--- config.mk ---
export PLATFORM = sky130hd
export DESIGN_NAME = bfcfl_ram
export DESIGN_NICKNAME = d
export VERILOG_FILES = /design/src/rtl/core/bfcfl_ram.sv
export SDC_FILE = /design/constraint.sdc
export NUM_CORES = 2
export LEC_CHECK = 0
export ABC_AREA = 1
export BUFFER_PORTS_ARGS = -buffer_cell sky130_fd_sc_hd__buf_4
export CAP_MARGIN = 5
export CORE_ASPECT_RATIO = 0.5
export CORE_MARGIN = 1.5
export CORE_UTILIZATION = 45
export CTS_CLUSTER_SIZE = 25
export DETAILED_ROUTE_END_ITERATION = 10
export PLACE_DENSITY = 0.73
export SYNTH_ARGS = -nofsm -noshare
export SYNTH_HDL_FRONTEND = slang
export SYNTH_SLANG_ARGS = --single-unit
--- constraint.sdc ---
create_clock -name clk_i -period 5 [get_ports clk_i]
set_clock_uncertainty 0.2 [all_clocks]
set_input_delay 0.75 -clock clk_i [delete_from_list [all_inputs] [get_ports clk_i]]
set_output_delay 0.75 -clock clk_i [all_outputs]
set_load 0.02 [all_outputs]
--- src/rtl/core/bfcfl_ram.sv ---
// Simple dual-port memory: one write port, one read port with registered data.
module bfcfl_ram #(
  parameter int unsigned WIDTH = 32,
  parameter int unsigned DEPTH = 64
) (
  input  logic                                        clk_i,
  input  logic                                        we_i,
  input  logic [((DEPTH > 1) ? $clog2(DEPTH) : 1)-1:0] waddr_i,
  input  logic [WIDTH-1:0]                            wdata_i,
  input  logic                                        re_i,
  input  logic [((DEPTH > 1) ? $clog2(DEPTH) : 1)-1:0] raddr_i,
  output logic [WIDTH-1:0]                            rdata_o
);

  logic [WIDTH-1:0] mem_q [DEPTH];
  logic [WIDTH-1:0] rdata_q;

  // Write port.
  always_ff @(posedge clk_i) begin
    if (we_i) begin
      mem_q[waddr_i] <= wdata_i;
    end
  end

  // Read port; the data holds while the read enable is low.
  always_ff @(posedge clk_i) begin
    if (re_i) begin
      rdata_q <= mem_q[raddr_i];
    end
  end

  assign rdata_o = rdata_q;

endmodule

Word level (Yosys, flattened, before mapping) --
Memories as Yosys holds them, arrays and structs flattened. A register that Yosys moved wholly into a read port is not among the register bits. Index checks and enable logic that the tools add are counted.
Storage, ports and cells: output and inout port bits 32, RAM bits 2048, register bits after elaboration 0, memories 1
Cells by class: muxes and demuxes 2
Memories:
- mem_q | depth 64, bits a word 32, read ports 1, clocked after memory_dff 1, write ports 1, line 15 | logic [WIDTH-1:0] mem_q [DEPTH];
Operator list (count):
- two-way mux 1 bit | 2

Longest topological paths before layout --
depth in word-level cells 2, mapped depth 13, depth with buffers taken out 9

Worst setup path before layout --
OpenSTA, ideal clock, no wires.
path type input to register, start input port we_i, end memory mem_q[48][0], enable pin, path slack -80 ps, stages on the path 3, data arrival time 4378 ps, required time 4298 ps, buffers on the path 1, setup time 502 ps, path through clkbuf_1 > nand4_1 > nor4_1
On the way: word-level cells in the longest chain between the ends 2
RTL lines:
- start, declared | line 7 | input logic we_i,
- two-way mux 1 bit | line 20 | if (we_i) begin
- two-way mux 1 bit (not written as such) | line 21 | mem_q[waddr_i] <= wdata_i;
- end, declared | line 15
No other way between the ends.

==> out/summary.txt <==
status -> completed
DR vias/cell -> 5.87
Reg area -> 62500 um2
Setup Viol. Count Final -> 0
crit path launch type -> input pin
synth unique cells -> 15
Hold Slack -> 281 ps
die area -> 187000 um2
Slew @ Worst Pin -> 1150 ps
max-slew violations -> 0
initial antenna violation count -> 10
post-layout util -> 50.2%
Leak -> 0.0319 uW
largest fanout on the critical path -> 166
#FFs+latches synth -> 2080
Row Count -> 111
boundary pin count -> 79
initial core utilization -> 45.3%
Total GRT Usage -> 23.5%
Post-route DRC -> 0
GR peak layer -> met2
Fin. Hold Viols -> 0
area leader, netlist -> edfxtp_1
Post-Syn Area -> 83100 um2
post-DP HPWL -> 116000 um
vias in the first global route -> 51300
H-tree levels -> 4
clk root buf -> clkbuf_16
CTS tree -> built
placed inst area -> 86500 um2
Die X -> 611 um
grt total ovfl -> 0
DR pass1 iterations -> 6
Async SR Flop Fraction -> 0%
Max Buffers Root-to-Sink -> 3
global-route track usage on met3 -> 4.47%
setup bufs post-CTS -> 0
TNS Setup -> 0 ps
first-pass GRT wire length -> 331000 um
Post-synth EDFFs -> 2080
Worst Path Arrival -> 3550 ps
Worst-path clk slew -> 70 ps
top cell type's share of synthesized area -> 75.2%
final WL -> 224000 um
hold-fix buffers at CTS -> 0
final-layout fill cell count -> 15000
critical path, cell by cell -> buf_8 > inv_16 > buf_4 > nand2_1 > nand3_1 > nand3_1 > nand2_1 > nand2_1 > nand3_1 > nand3_1 > nand2_1
Worst Path Buf+Inv -> 3
post-route design area -> 92100 um2
CTS Buf Count -> 185
unrepaired setup endpoints after global routing -> false
Placeable Area -> 183000 um2
Peak VDD IR -> 0.330 mV
fin crit share -> 61.8%
Yosys warning count -> 0
nets -> 6785
Clock Latency Late Sink -> 820 ps
Area contributors post-synth -> edfxtp_1, nand3_1, nand2_1, buf_2, buf_4
Gate Count Post-Synth -> 6769
Top FF cell, synth -> edfxtp_1
critical setup path kind -> input pin to flip-flop
CP endpoint kind -> flip-flop
Tot Pwr -> 35000 uW
final antenna-violating net count -> 0
Port Buf Inserts -> 78
Critical Path RT -> 5460 ps
Avg WL per Cell -> 24.0 um
cts repair resizes -> 0
multi-input logic area -> 18800 um2
Synth Net Count -> 6816
Hold Path Class -> input pin to flip-flop
CP delay by family, top -> buffers and inverters
DR vias -> 54700
Sink Count -> 2080
DR iter-0 viols -> 8349
Avg Cell Area, Syn -> 12.3 um2
Max Cap Viol -> 0
share of cells above drive strength 1 -> 7.59%
GRT met2 Usage -> 37.5%
CP max stage cell -> buf_4
DIE HEIGHT -> 307 um
pwr/cell area -> 380 nW/um2
fin crit period -> 3090 ps
max_slew headroom -> 23.6%
Peak Freq -> 324 MHz
met1 Track Usage GR -> 32.4%
largest net degree at the start of global routing -> 185
Seq/Total Area, Yosys -> 75.2%
GP Congestion -> 0.843
Slowest Stage Delay on Critical Path -> 670 ps
area grow syn2layout -> 10.9%
-- worst register-to-register path, cell delays in order (launching register included) --
cell      delay, ps
edfxtp_1        370
nand2_1          70
nand3_1         100
nand3_1         140
nand3_1          80
nand3_1         260
nand2_1         140
nand2_1         270
nand2_1         100
-- area by class of cell --
cell class	count	area share, %
inverter	12	0.0897
multi-input combinational	4228	20.4
tap	2429	3.30
clock buffer	243	5.42
clock inverter	86	0.610
timing repair buffer	231	2.37
antenna	7	0.0190
sequential	2080	67.8
-- flip-flops by register name, summed over array words and instances, names as in the netlist --
name	flops
mem_q	2048
rdata_o	32
-- through the flow --
stage	worst slack (ps)	instances
finish	1910	9316
global route	1740	9314
CTS	2040	9309
detailed placement	1190	8980
global placement	1270	8980
floorplan	-80.0	6769
-- power breakdown --
part	internal, uW	total, uW	switching (uW)
combinational	531	2190	1660
clock	7300	13400	6090
sequential	19300	19400	53.9
-- cell usage after synthesis, types with 3 or more instances --
cell / instances
buf_4: 45
buf_6: 3
nand2_1: 2248
nor2_1: 56
nand4_1: 9
buf_2: 282
edfxtp_1: 2080
inv_1: 9
clkbuf_1: 77
nor4_1: 8
nand3_1: 1907
buf_1: 40
-- logic make-up (layout without fill, tap and decap cells) --
family	Yosys count	in the layout	share of synthesized area [%]
buf+inv	461	572	2.77
simple gates	4228	4228	22.0
other cells	0	7	0
flops	2080	2080	75.2
-- cell usage in the layout (no fill, tap or decap), drive strengths merged, types with 6 or more instances in the layout --
master / netlist / layout
buf: 372 / 231
bufinv: 0 / 6
clkbuf: 77 / 243
clkinv: 0 / 76
diode: 0 / 7
edfxtp: 2080 / 2080
inv: 12 / 15
nand2: 2248 / 2248
nand3: 1907 / 1907
nand4: 9 / 9
nor2: 56 / 56
nor4: 8 / 8
-- worst paths after layout --
check / slack, ps / depth (start not counted) / startpoint / endpoint
max: 1910 / 11 / raddr_i[0] / rdata_o[8]$_DFFE_PP_
min: 280 / 1 / wdata_i[1] / mem_q[11][1]$_DFFE_PP_
max reg2reg: 2990 / 8 / mem_q[15][2]$_DFFE_PP_ / rdata_o[2]$_DFFE_PP_
min reg2reg: 670 / 8 / mem_q[28][15]$_DFFE_PP_ / rdata_o[15]$_DFFE_PP_
-- per-layer routing --
layer	routed length, um	part of all wire (%)
met4	7820	3.5
met5	11	0.0049
met2	104000	47
met3	26700	12
met1	85100	38
(Power assumes the default switching activity.)
