File: config.mk
export PLATFORM = sky130hd
export DESIGN_NAME = bfcfl_fit
export DESIGN_NICKNAME = d
export VERILOG_FILES = /design/src/rtl/core/bfcfl_pkg.sv /design/src/rtl/core/bfcfl_fit.sv
export SDC_FILE = /design/constraint.sdc
export NUM_CORES = 1
export LEC_CHECK = 0
export BUFFER_PORTS_ARGS = -buffer_cell sky130_fd_sc_hd__buf_2
export CAP_MARGIN = 20
export CORE_UTILIZATION = 45
export DETAILED_ROUTE_END_ITERATION = 10
export PLACE_DENSITY_LB_ADDON = 0.3
export SLEW_MARGIN = 20
export SYNTH_ARGS = -nofsm -noshare
export SYNTH_HDL_FRONTEND = slang
export SYNTH_SLANG_ARGS = --single-unit
File: constraint.sdc
create_clock -name vclk -period 5.4
set_clock_uncertainty 0.05 [all_clocks]
set_input_delay 0.54 -clock vclk [all_inputs]
set_output_delay 0.54 -clock vclk [all_outputs]
set_load 0.02 [all_outputs]
File: src/rtl/core/bfcfl_pkg.sv
package bfcfl_pkg;

  // Size of the slot store and the widths that follow from it.
  localparam int unsigned MAX_BLOCKS = 64;
  localparam int unsigned SLOT_W     = (MAX_BLOCKS > 1) ? $clog2(MAX_BLOCKS) : 1;
  localparam int unsigned CNT_W      = $clog2(MAX_BLOCKS + 1);

  // Fixed payload widths.
  localparam int unsigned OP_W     = 2;
  localparam int unsigned STATUS_W = 2;
  localparam int unsigned ADDR_W   = 32;
  localparam int unsigned LEN_W    = 32;

  // Request codes.
  typedef enum logic [OP_W-1:0] {
    OP_LOAD  = 2'd0,
    OP_ALLOC = 2'd1,
    OP_DUMP  = 2'd2
  } opcode_e;

  // Response status codes.
  typedef enum logic [STATUS_W-1:0] {
    ST_OK    = 2'd0,
    ST_NOFIT = 2'd1,
    ST_FULL  = 2'd2
  } status_e;

endpackage

File: src/rtl/core/bfcfl_fit.sv
// Length compare and subtract unit, shared by the ring walk and the final update.
module bfcfl_fit (
  input  logic [bfcfl_pkg::LEN_W-1:0] cand_len_i,
  input  logic [bfcfl_pkg::LEN_W-1:0] req_size_i,
  input  logic [bfcfl_pkg::LEN_W-1:0] best_len_i,
  input  logic                        found_i,
  output logic                        take_o,
  output logic [bfcfl_pkg::LEN_W-1:0] remain_o
);
  import bfcfl_pkg::*;

  logic fits;
  logic smaller;

  // A candidate is taken when it fits and beats the best so far; ties keep the earlier one.
  assign fits     = (cand_len_i >= req_size_i);
  assign smaller  = (cand_len_i < best_len_i);
  assign take_o   = fits && (!found_i || smaller);

  // Length left in the candidate once the request is carved off.
  assign remain_o = cand_len_i - req_size_i;

endmodule

# After elaboration in Yosys (flattened, before gate mapping)
# Cells that the tools add are included.
[totals]
ff_bits = 0
output_inout_bits = 33
wordCells = 6
inputBits = 97
[op_classes]
n_addsub = 1
order_cmp = 2
reduce_logical = 3
[ops]
columns = ["cell", "count"]
rows = [
  ["32-bit greater-or-equal comparator", 1],
  ["32-bit less-than comparator", 1],
  ["32-bit subtractor", 1],
  ["1-bit logical AND", 1],
  ["1-bit zero test", 1],
  ["1-bit logical OR", 1],
]

# Longest topological paths before layout
# Gate-level depths: netlist of the first run.
[logic_depth]
depth_word = 3
ltp_mapped = 10
depth_no_buf = 10

# Least setup slack after synthesis of the first run
# Ideal clock, no wire load.
[synth_timing]
path_type = "input port to output port"
startpoint = "input port req_size_i[7] (netlist name)"
endpoint = "output port remain_o[30] (netlist name)"
cell_stages = 10
n_path_buf = 1
setup_slack_ps = 2242
arrival_ps = 2568
required_ps = 4810
cell_sequence = "inv_1 -> ha_1 -> buf_6 -> a21oi_4 -> o21ai_2 -> a41o_1 -> a221oi_2 -> nor4_1 -> nor4_2 -> mux2i_1"
[synth_via]
elab_chain_len = 1
[synth_rtl]
columns = ["item", "line", "source"]
rows = [
  ["start, declared", "bfcfl_fit.sv:4", "input logic [bfcfl_pkg::LEN_W-1:0] req_size_i,"],
  ["32-bit subtractor", "bfcfl_fit.sv:21", "assign remain_o = cand_len_i - req_size_i;"],
  ["end, declared", "bfcfl_fit.sv:8", "output logic [bfcfl_pkg::LEN_W-1:0] remain_o"],
]
# Every way passes these cells.

# Worst setup path in the final report of the first run
[layout_timing]
startpoint = "input port cand_len_i[0] (netlist name)"
endpoint = "output port remain_o[24] (netlist name)"
[layout_via]
elab_chain_len = 1
[layout_rtl]
columns = ["item", "line", "source"]
rows = [
  ["start, declared", "bfcfl_fit.sv:3", "input logic [bfcfl_pkg::LEN_W-1:0] cand_len_i,"],
  ["32-bit subtractor", "bfcfl_fit.sv:21", ""],
]
# Every way passes these cells.

==> results of run 1 <==
through the flow:
stage	instance area [um2]	utilization, %	cells	hold slack (ns)	setup WS [ns]
after floorplan	2650	-	389	1.215	2.242
after global placement	3349	59.73	583	1.429	2.000
after detailed placement	3349	59.73	583	1.433	1.983
after CTS	3349	59.73	583	1.435	1.962
after global routing	3349	59.73	583	1.455	1.763
final	3349	59.73	583	1.433	1.963
cells in the final DEF (no fill, tap or decap), drive strengths merged:
cell	count
o221ai	3
a41oi	1
a311oi	1
or4	1
and2	3
a21bo	1
mux2i	1
fa	1
and3	3
and4	2
a21boi	4
nand2	28
and4b	1
a31oi	4
a41o	1
buf	130
ha	63
xnor2	20
a211oi	3
a221oi	3
o21a	4
inv	74
nor4	4
nand2b	2
nand4	11
nand3	5
o211ai	1
nor3	8
a21o	20
a21oi	41
o221a	1
xor2	11
nor2b	5
o21ai	22
a2111oi	2
nor2	21
a2bb2oi	1
o2111ai	2
o21bai	2
where the power goes:
part	switching (mW)	internal (mW)	leakage [nW]	total (mW)
clock network	0	0	0	0
logic	0.264	0.182	2.00	0.446
registers	0	0	0	0
total	0.264	0.182	2.00	0.446
synth_stat cells, drive strengths merged, types with 2 or more instances:
cell type  count  area (um2)
and3           3       18.77
o21ai         22       117.6
nor2          21       78.83
nor2b          5       31.28
nand2b         2       12.51
o2111ai        2       17.52
a21oi         41       220.2
nor4           4       31.28
xor2          11       96.34
clkbuf         4       15.01
a21o          20       150.1
o21bai         2       15.01
buf            4       26.27
and4           2       17.52
xnor2         20       175.2
nand3          5       25.02
a211oi         3       22.52
a2111oi        2       17.52
a21boi         4       30.03
o21a           4       30.03
inv           74       277.8
nand2         28       105.1
nor3           8       40.04
a31oi          4       25.02
a221oi         3       32.53
nand4         11       68.82
and2           3       18.77
ha            63       788.3
o221ai         3       26.28
metal layers:
| metal | track usage [%] | routed length, um | vias to the layer above |
|---|---|---|---|
| met3 | 0.8046 | 350 | 8 |
| li1 | - | - | 1609 |
| met5 | 0 | 0 | - |
| met4 | 1.852 | 65 | 0 |
| met2 | 44.96 | 3565 | 86 |
| met1 | 27.87 | 3234 | 1354 |
how the worst min path moves through the flow:
stage,slack [ns],to,from
after detailed placement,1.43,remain_o[0],req_size_i[0]
after CTS,1.43,remain_o[0],req_size_i[0]
after global routing,1.45,remain_o[0],req_size_i[0]
final,1.43,remain_o[0],req_size_i[0]
after global placement,1.43,remain_o[0],req_size_i[0]
after floorplan,1.22,take_o,found_i
layout make-up:
cell class         instances  area, um2  area share (%)
inverters                 74      277.8           8.293
multi-input cells        307       2331           69.59
repair buffers           130      650.6           19.42
well taps                 72      90.09           2.690
cells by family after synthesis:
kind of cell	Yosys count	synth area share (%)
xor+xnor	31	10.25
mux	1	0.3777
buf+inv	82	12.04
compound gates	117	29.27
simple gates	94	17.56
fa+ha+maj	64	30.50
==> results.cfg, run 1 <==
[die]
start_util_pct = 47.26
die_h_um = 78.74
placementRows = 27
top_level_ports = 130
dieWidth_um = 78.74
dieArea_um2 = 6200
core-area_um2 = 5608

[synth]
syn_inst = 389
syn-num-nets = 550
yosysSeqAreaShare_pct = 0
synth.distinct_cells = 48
yosys_warnings = 0
syn_area_um2 = 2650
syn_avg_cell_area_um2 = 6.812

[global_routing]
grt_max_degree = 9
grtUsageTotal_pct = 22.78
antenna_found_initial = 0
gr-total-overflow = 0
grt_pass1_wl_um = 11950
grt_pass1_vias = 2882

[setup_path]
critical_path.startpoint = cand_len_i[0]
critPathArrivalTime_ns = 2.85
crit_required_ns = 4.81
path_delay_family = simple AND/OR/NAND/NOR gates
cp-endpoint = remain_o[24]
worstSetupPathType = in -> out
crit_path_max_fanout = 3
slowest_delay_ns = 0.40
worstPathCellList = buf_2 -> inv_1 -> ha_1 -> fa_1 -> nor2b_1 -> o2111ai_1 -> a21oi_1 -> o2111ai_1 -> and3_1 -> nor3_1 -> xor2_1 -> buf_2
cp_num_buf_inv = 3
crit_path_start_kind = input pin
cpMaxStageDelayCell = fa_1
cp.depth = 12
endpoint_kind = output port

[placed_design]
port_buffers = 130
hpwl_um = 6522
gp_congestion = 0.9165

[flow_run]
max_cap_violations = 0

[finish]
seq_cell_count = 0
drive_above_1_share_pct = 27.20
fin_nets = 674
area_delta_synth_final_pct = 26.39
diodes = 0
seqCellArea_um2 = 0
n_clock_buffer = 0
num-fill-cells = 583

[timing]
slew_violations = 0
period_minus_slack_ns = 3.437
fmaxAchievable_mhz = 290.9
rsz0062_at_grt = no
worstMarginPinSlew_ns = 0.4558
hold_viol_final = 0
fin_tns_setup_ns = 0
finalCritPeriodShare_pct = 63.65
setup_viol = 0
relSlewSlack_pct = 69.33

[worst_hold_path]
hold_path.class = in -> out
min_path_cells = 4

[power_and_ir_drop]
power_mw = 0.4461
p_leak_nw = 1.996
power_density_nw_per_um2 = 133.2
peakVddDrop_v = 0.00007811

[clock_network]
cts_resized = 0
postCtsSetupRepairBufs = 0
cts_hold_buf = 0

[routing]
drc = 0
antenna_left = 0
wire_per_inst_um = 12.38
route.vias.total = 3057
vias_per_cell = 5.244
finalWirelength_um = 7215
dr.pass1.iters = 4
drt_iter0_drc = 139

[status]
status = completed
Note: power is estimated with default switching activity, not from simulation.
==> run 2, diff against run 1 <==
ABC_AREA = 1   (was default)
clock period = 3.27 ns   (was 5.4 ns; I/O delays follow)
==> run 2 against run 1 <==
Net effect: design area grew 11%; via count up 25%; first-iteration DRC count rose by 6.5%; global-route usage increased by 4.1 points; sequential cell count unchanged; power is 70% higher; hold slack got worse by 0.53 ns; highest routed layer unchanged.
==> results.cfg, run 2 <==
[synth]
synth_top_cell_by_area = ha_1
synth.distinct_cells = 23
yosys-top-cells-area = ha_1 (27%), nand2_1 (18%), inv_1 (14%)
synth.most_common_cell = nand2_1
syn-num-nets = 704
synth_commonest_cells = nand2_1 (142), inv_1 (111), ha_1 (63)
yosys_warnings = 0
syn_inst = 543
yosysSeqAreaShare_pct = 0
yosys.area.top_type_share_pct = 26.52
syn_avg_cell_area_um2 = 5.475
syn_area_um2 = 2973

[global_routing]
grtUsageTotal_pct = 26.84
gr-total-overflow = 0
grt_pass1_wl_um = 15840
grt_max_degree = 7
grt_pass1_vias = 3665
antenna_found_initial = 0

[routing]
vias_per_cell = 5.095
antenna_left = 0
drt_iter0_drc = 148
wire_per_inst_um = 12.20
dr.pass1.iters = 4
finalWirelength_um = 9149
drc = 0
route.vias.total = 3821

[finish]
final_common_cell = nand2_1
fin_nets = 836
mostFrequentLayoutCells = nand2_1 (142), buf_2 (130), inv_1 (111), ha_1 (63), a21oi_1 (56)
area_delta_synth_final_pct = 25.13
drive_above_1_share_pct = 21.40
num-fill-cells = 664
instances_no_fill = 750
n_clock_buffer = 0
diodes = 0
seqCellArea_um2 = 0
seq_cell_count = 0

[worst_hold_path]
min_path_cells = 3
hold_path.class = in -> out

[timing]
rsz0062_at_grt = no
fmaxAchievable_mhz = 367.2
period_minus_slack_ns = 2.724
worstMarginPinSlew_ns = 0.3396
hold_viol_final = 0
relSlewSlack_pct = 77.12
slew_violations = 0
fin_ws_ns = 0.5464
setup_viol = 0
finalCritPeriodShare_pct = 83.29
fin_tns_setup_ns = 0

[setup_path]
critPathArrivalTime_ns = 2.35
cp_num_buf_inv = 4
endpoint_kind = output port
slowest_delay_ns = 0.43
crit_required_ns = 2.89
worstPathCellList = buf_2 -> inv_1 -> ha_1 -> fa_1 -> inv_1 -> nand3_1 -> nand2_1 -> a21oi_2 -> o21ai_2 -> nand3_1 -> nand2_1 -> nand2_1 -> nand2_1 -> buf_2
path_delay_family = adder cells
crit_path_max_fanout = 5
cpMaxStageDelayCell = fa_1
cp.depth = 14
worstSetupPathType = in -> out
critical_path.most_common_cell = nand2_1
crit_path_start_kind = input pin

[die]
core-area_um2 = 6350
start_util_pct = 46.82
dieWidth_um = 83.28
placementRows = 29
die_h_um = 83.28
dieArea_um2 = 6936
top_level_ports = 130

[clock_network]
postCtsSetupRepairBufs = 0
cts_hold_buf = 0
cts_resized = 0

[placed_design]
hpwl_um = 8298
port_buffers = 130
gp_congestion = 0.9247
placed_cells = 750
place_ws_ns = 0.5728

[power_and_ir_drop]
power_density_nw_per_um2 = 203.8
peakVddDrop_v = 0.0001263
p_leak_nw = 2.314

[flow_run]
max_cap_violations = 0

[status]
status = completed
## run 2: cell count changes after synthesis, moves of 4 or more
cell / before / now
clkbuf_1: 4 / 0
nand2_1: 28 / 142
xor2_1: 11 / 15
nand3_1: 5 / 31
o21ai_2: 2 / 7
a21oi_1: 39 / 56
a21o_1: 20 / 2
xnor2_1: 20 / 4
o21ai_0: 17 / 28
nor2b_1: 5 / 0
nor2_1: 21 / 54
a21boi_0: 4 / 0
nand4_1: 11 / 7
inv_1: 73 / 111
## run 2: layer usage
| layer | GRT usage, % | routed length (um) | up-vias |
|---|---|---|---|
| li1 | - | - | 2013 |
| met1 | 37.43 | 4395 | 1641 |
| met2 | 46.94 | 4084 | 152 |
| met3 | 0.6958 | 527 | 15 |
| met4 | 3.605 | 141 | 0 |
| met5 | 0 | 0 | - |
## run 2: layout make-up
cell class                      instances  area (um2)  share of cell area (%)
Multi-Input combinational cell        432        2556                   68.72
Tap cell                               77       96.34                   2.590
Timing Repair Buffer                  130       650.6                   17.49
Inverter                              111       416.7                   11.20
## run 2: cell families after synthesis
| group | synth area share, % |
|---|---|
| xor+xnor | 5.598 |
| buf+inv | 14.02 |
| fa+ha+maj | 27.19 |
| simple gates | 34.43 |
| compound gates | 18.77 |
## run 2: report_power, final
group,switching [mW],internal [mW]
registers,0,0
clock network,0,0
logic,0.483,0.275
## run 2: worst paths after layout
path / startpoint / endpoint
max: cand_len_i[0] / remain_o[22]
min: found_i / take_o
## run 2: through the flow
step | util, % | instance area (um2) | hold slack, ns | total power, mW
final | 58.58 | 3720 | 0.8995 | 0.7581
after global routing | 58.58 | 3720 | 0.9027 | 0.8492
after detailed placement | 58.58 | 3720 | 0.8983 | 0.7524
after floorplan | - | 2973 | 0.7366 | 0.5023
after global placement | 58.58 | 3720 | 0.8935 | 0.7467
after CTS | 58.58 | 3720 | 0.8988 | 0.7564
==> run 3, diff against run 2 <==
clock period = 2.5 ns   (was 3.27 ns; I/O delays follow)
==> run 3 against run 2 <==
Net effect: non-clock buffer count grew 7; setup slack worse by 0.42 ns; routed wire length up 1.6%; combinational power up 33%; utilization increased by 1.0 points; cell count is 0.93% higher; power increased by 34%; critical path depth fell by 5; critical path type unchanged; largest power group unchanged.
==> results.cfg, run 3 (same netlist as run 2, synthesis figures left out) <==
[placed_design]
port_buffers = 130
hpwl_um = 8429
place_ws_ns = 0.07768
gp_congestion = 0.9413
placed_cells = 755

[routing]
route.vias.total = 3911
dr.pass1.iters = 5
finalWirelength_um = 9292
vias_per_cell = 5.166
wire_per_inst_um = 12.27
drt_iter0_drc = 171
drc = 0
antenna_left = 0

[worst_hold_path]
hold_path_end = take_o
min_path_cells = 3
hp-start = found_i
hold_path.class = in -> out

[flow_run]
max_cap_violations = 0

[timing]
fin_tns_setup_ns = 0
fin_ws_ns = 0.1219
hold_viol_final = 0
setup_viol = 0
rsz0062_at_grt = no
fmaxAchievable_mhz = 420.5
worstMarginPinSlew_ns = 0.3382
slew_violations = 0
finalCritPeriodShare_pct = 95.12
relSlewSlack_pct = 77.22
period_minus_slack_ns = 2.378

[power_and_ir_drop]
p_int_mw = 0.3757
p_leak_nw = 2.348
switchingPower_mw = 0.6370
peakVddDrop_v = 0.0001430
power_mw = 1.013
swShare_pct = 62.90
pwr-share-clk_pct = 0
power_frac_seq_pct = 0
p_comb_share_pct = 100.0
power_density_nw_per_um2 = 267.6

[global_routing]
grt_max_degree = 7
grtUsageTotal_pct = 26.70
grt_pass1_wl_um = 15740
grt_pass1_vias = 3716
antenna_found_initial = 0
gr-total-overflow = 0

[finish]
final_common_cell = nand2_1
seqCellArea_um2 = 0
diodes = 0
drive_above_1_share_pct = 22.65
seq_cell_count = 0
final_util_pct = 59.61
instances_no_fill = 757
n_clock_buffer = 0
mostFrequentLayoutCells = nand2_1 (141), buf_2 (129), inv_1 (111), ha_1 (63), a21oi_1 (56)
fin_nets = 843
area_delta_synth_final_pct = 27.31

[setup_path]
endpoint_kind = output port
critPathArrivalTime_ns = 2.08
crit_required_ns = 2.20
crit_path_start_kind = input pin
worstSetupPathType = in -> out
crit_path_max_fanout = 4
critical_path.startpoint = cand_len_i[11]

[die]
placementRows = 29
dieWidth_um = 83.28
die_h_um = 83.28
top_level_ports = 130
start_util_pct = 46.82
core-area_um2 = 6350
dieArea_um2 = 6936

[status]
status = completed
==> run 3: critical path, cell delays in order <==
cell,delay [ns]
buf_2,0.11
ha_1,0.36
a21oi_1,0.24
o21ai_0,0.18
a21oi_1,0.27
nand3_1,0.12
a21oi_1,0.32
a21oi_1,0.07
buf_2,0.17
==> run 3: metrics by stage <==
step | hold WS, ns | cell area [um2]
4_1_cts | 0.7452 | 3757
3_3_place_gp | 0.7398 | 3757
2_1_floorplan | 0.5826 | 2973
3_5_place_dp | 0.7447 | 3757
6_report | 0.7390 | 3785
5_1_grt | 0.7556 | 3785
==> run 3: power groups by stage <==
stage                     combinational (mW)  sequential (mW)  clock (mW)
after floorplan                        0.657                0           0
after global placement                 0.984                0           0
after detailed placement               0.996                0           0
after CTS                               1.00                0           0
after global routing                    1.13                0           0
final                                   1.01                0           0
==> run 3: layout make-up <==
type / instances / area [um2]
multi-input cells: 432 / 2566
fillers: 685 / 2565
repair buffers: 137 / 705.7
inverters: 111 / 416.7
well taps: 77 / 96.34
==> run 3: how the worst max path moves through the flow <==
stage | slack (ns) | end
floorplan | 0.25 | take_o
global placement | 0.14 | remain_o[22]
detailed placement | 0.08 | remain_o[22]
CTS | 0.08 | remain_o[22]
global route | 0.02 | remain_o[22]
finish | 0.12 | take_o
==> run 3: what timing repair did <==
item / CTS / global route
endpoints found under the setup margin: 0 / 8
gates resized for setup: 0 / 4
hold buffers: 0 / 0
buffers inserted: 0 / 2
==> run 3: routing by layer <==
| layer | vias to the layer above | wire [um] | global-route usage (%) |
|---|---|---|---|
| met4 | 0 | 168 | 4.859 |
| met1 | 1715 | 4298 | 35.83 |
| met3 | 12 | 640 | 1.789 |
| li1 | 2030 | - | - |
| met5 | - | 0 | 0 |
| met2 | 154 | 4184 | 47.02 |
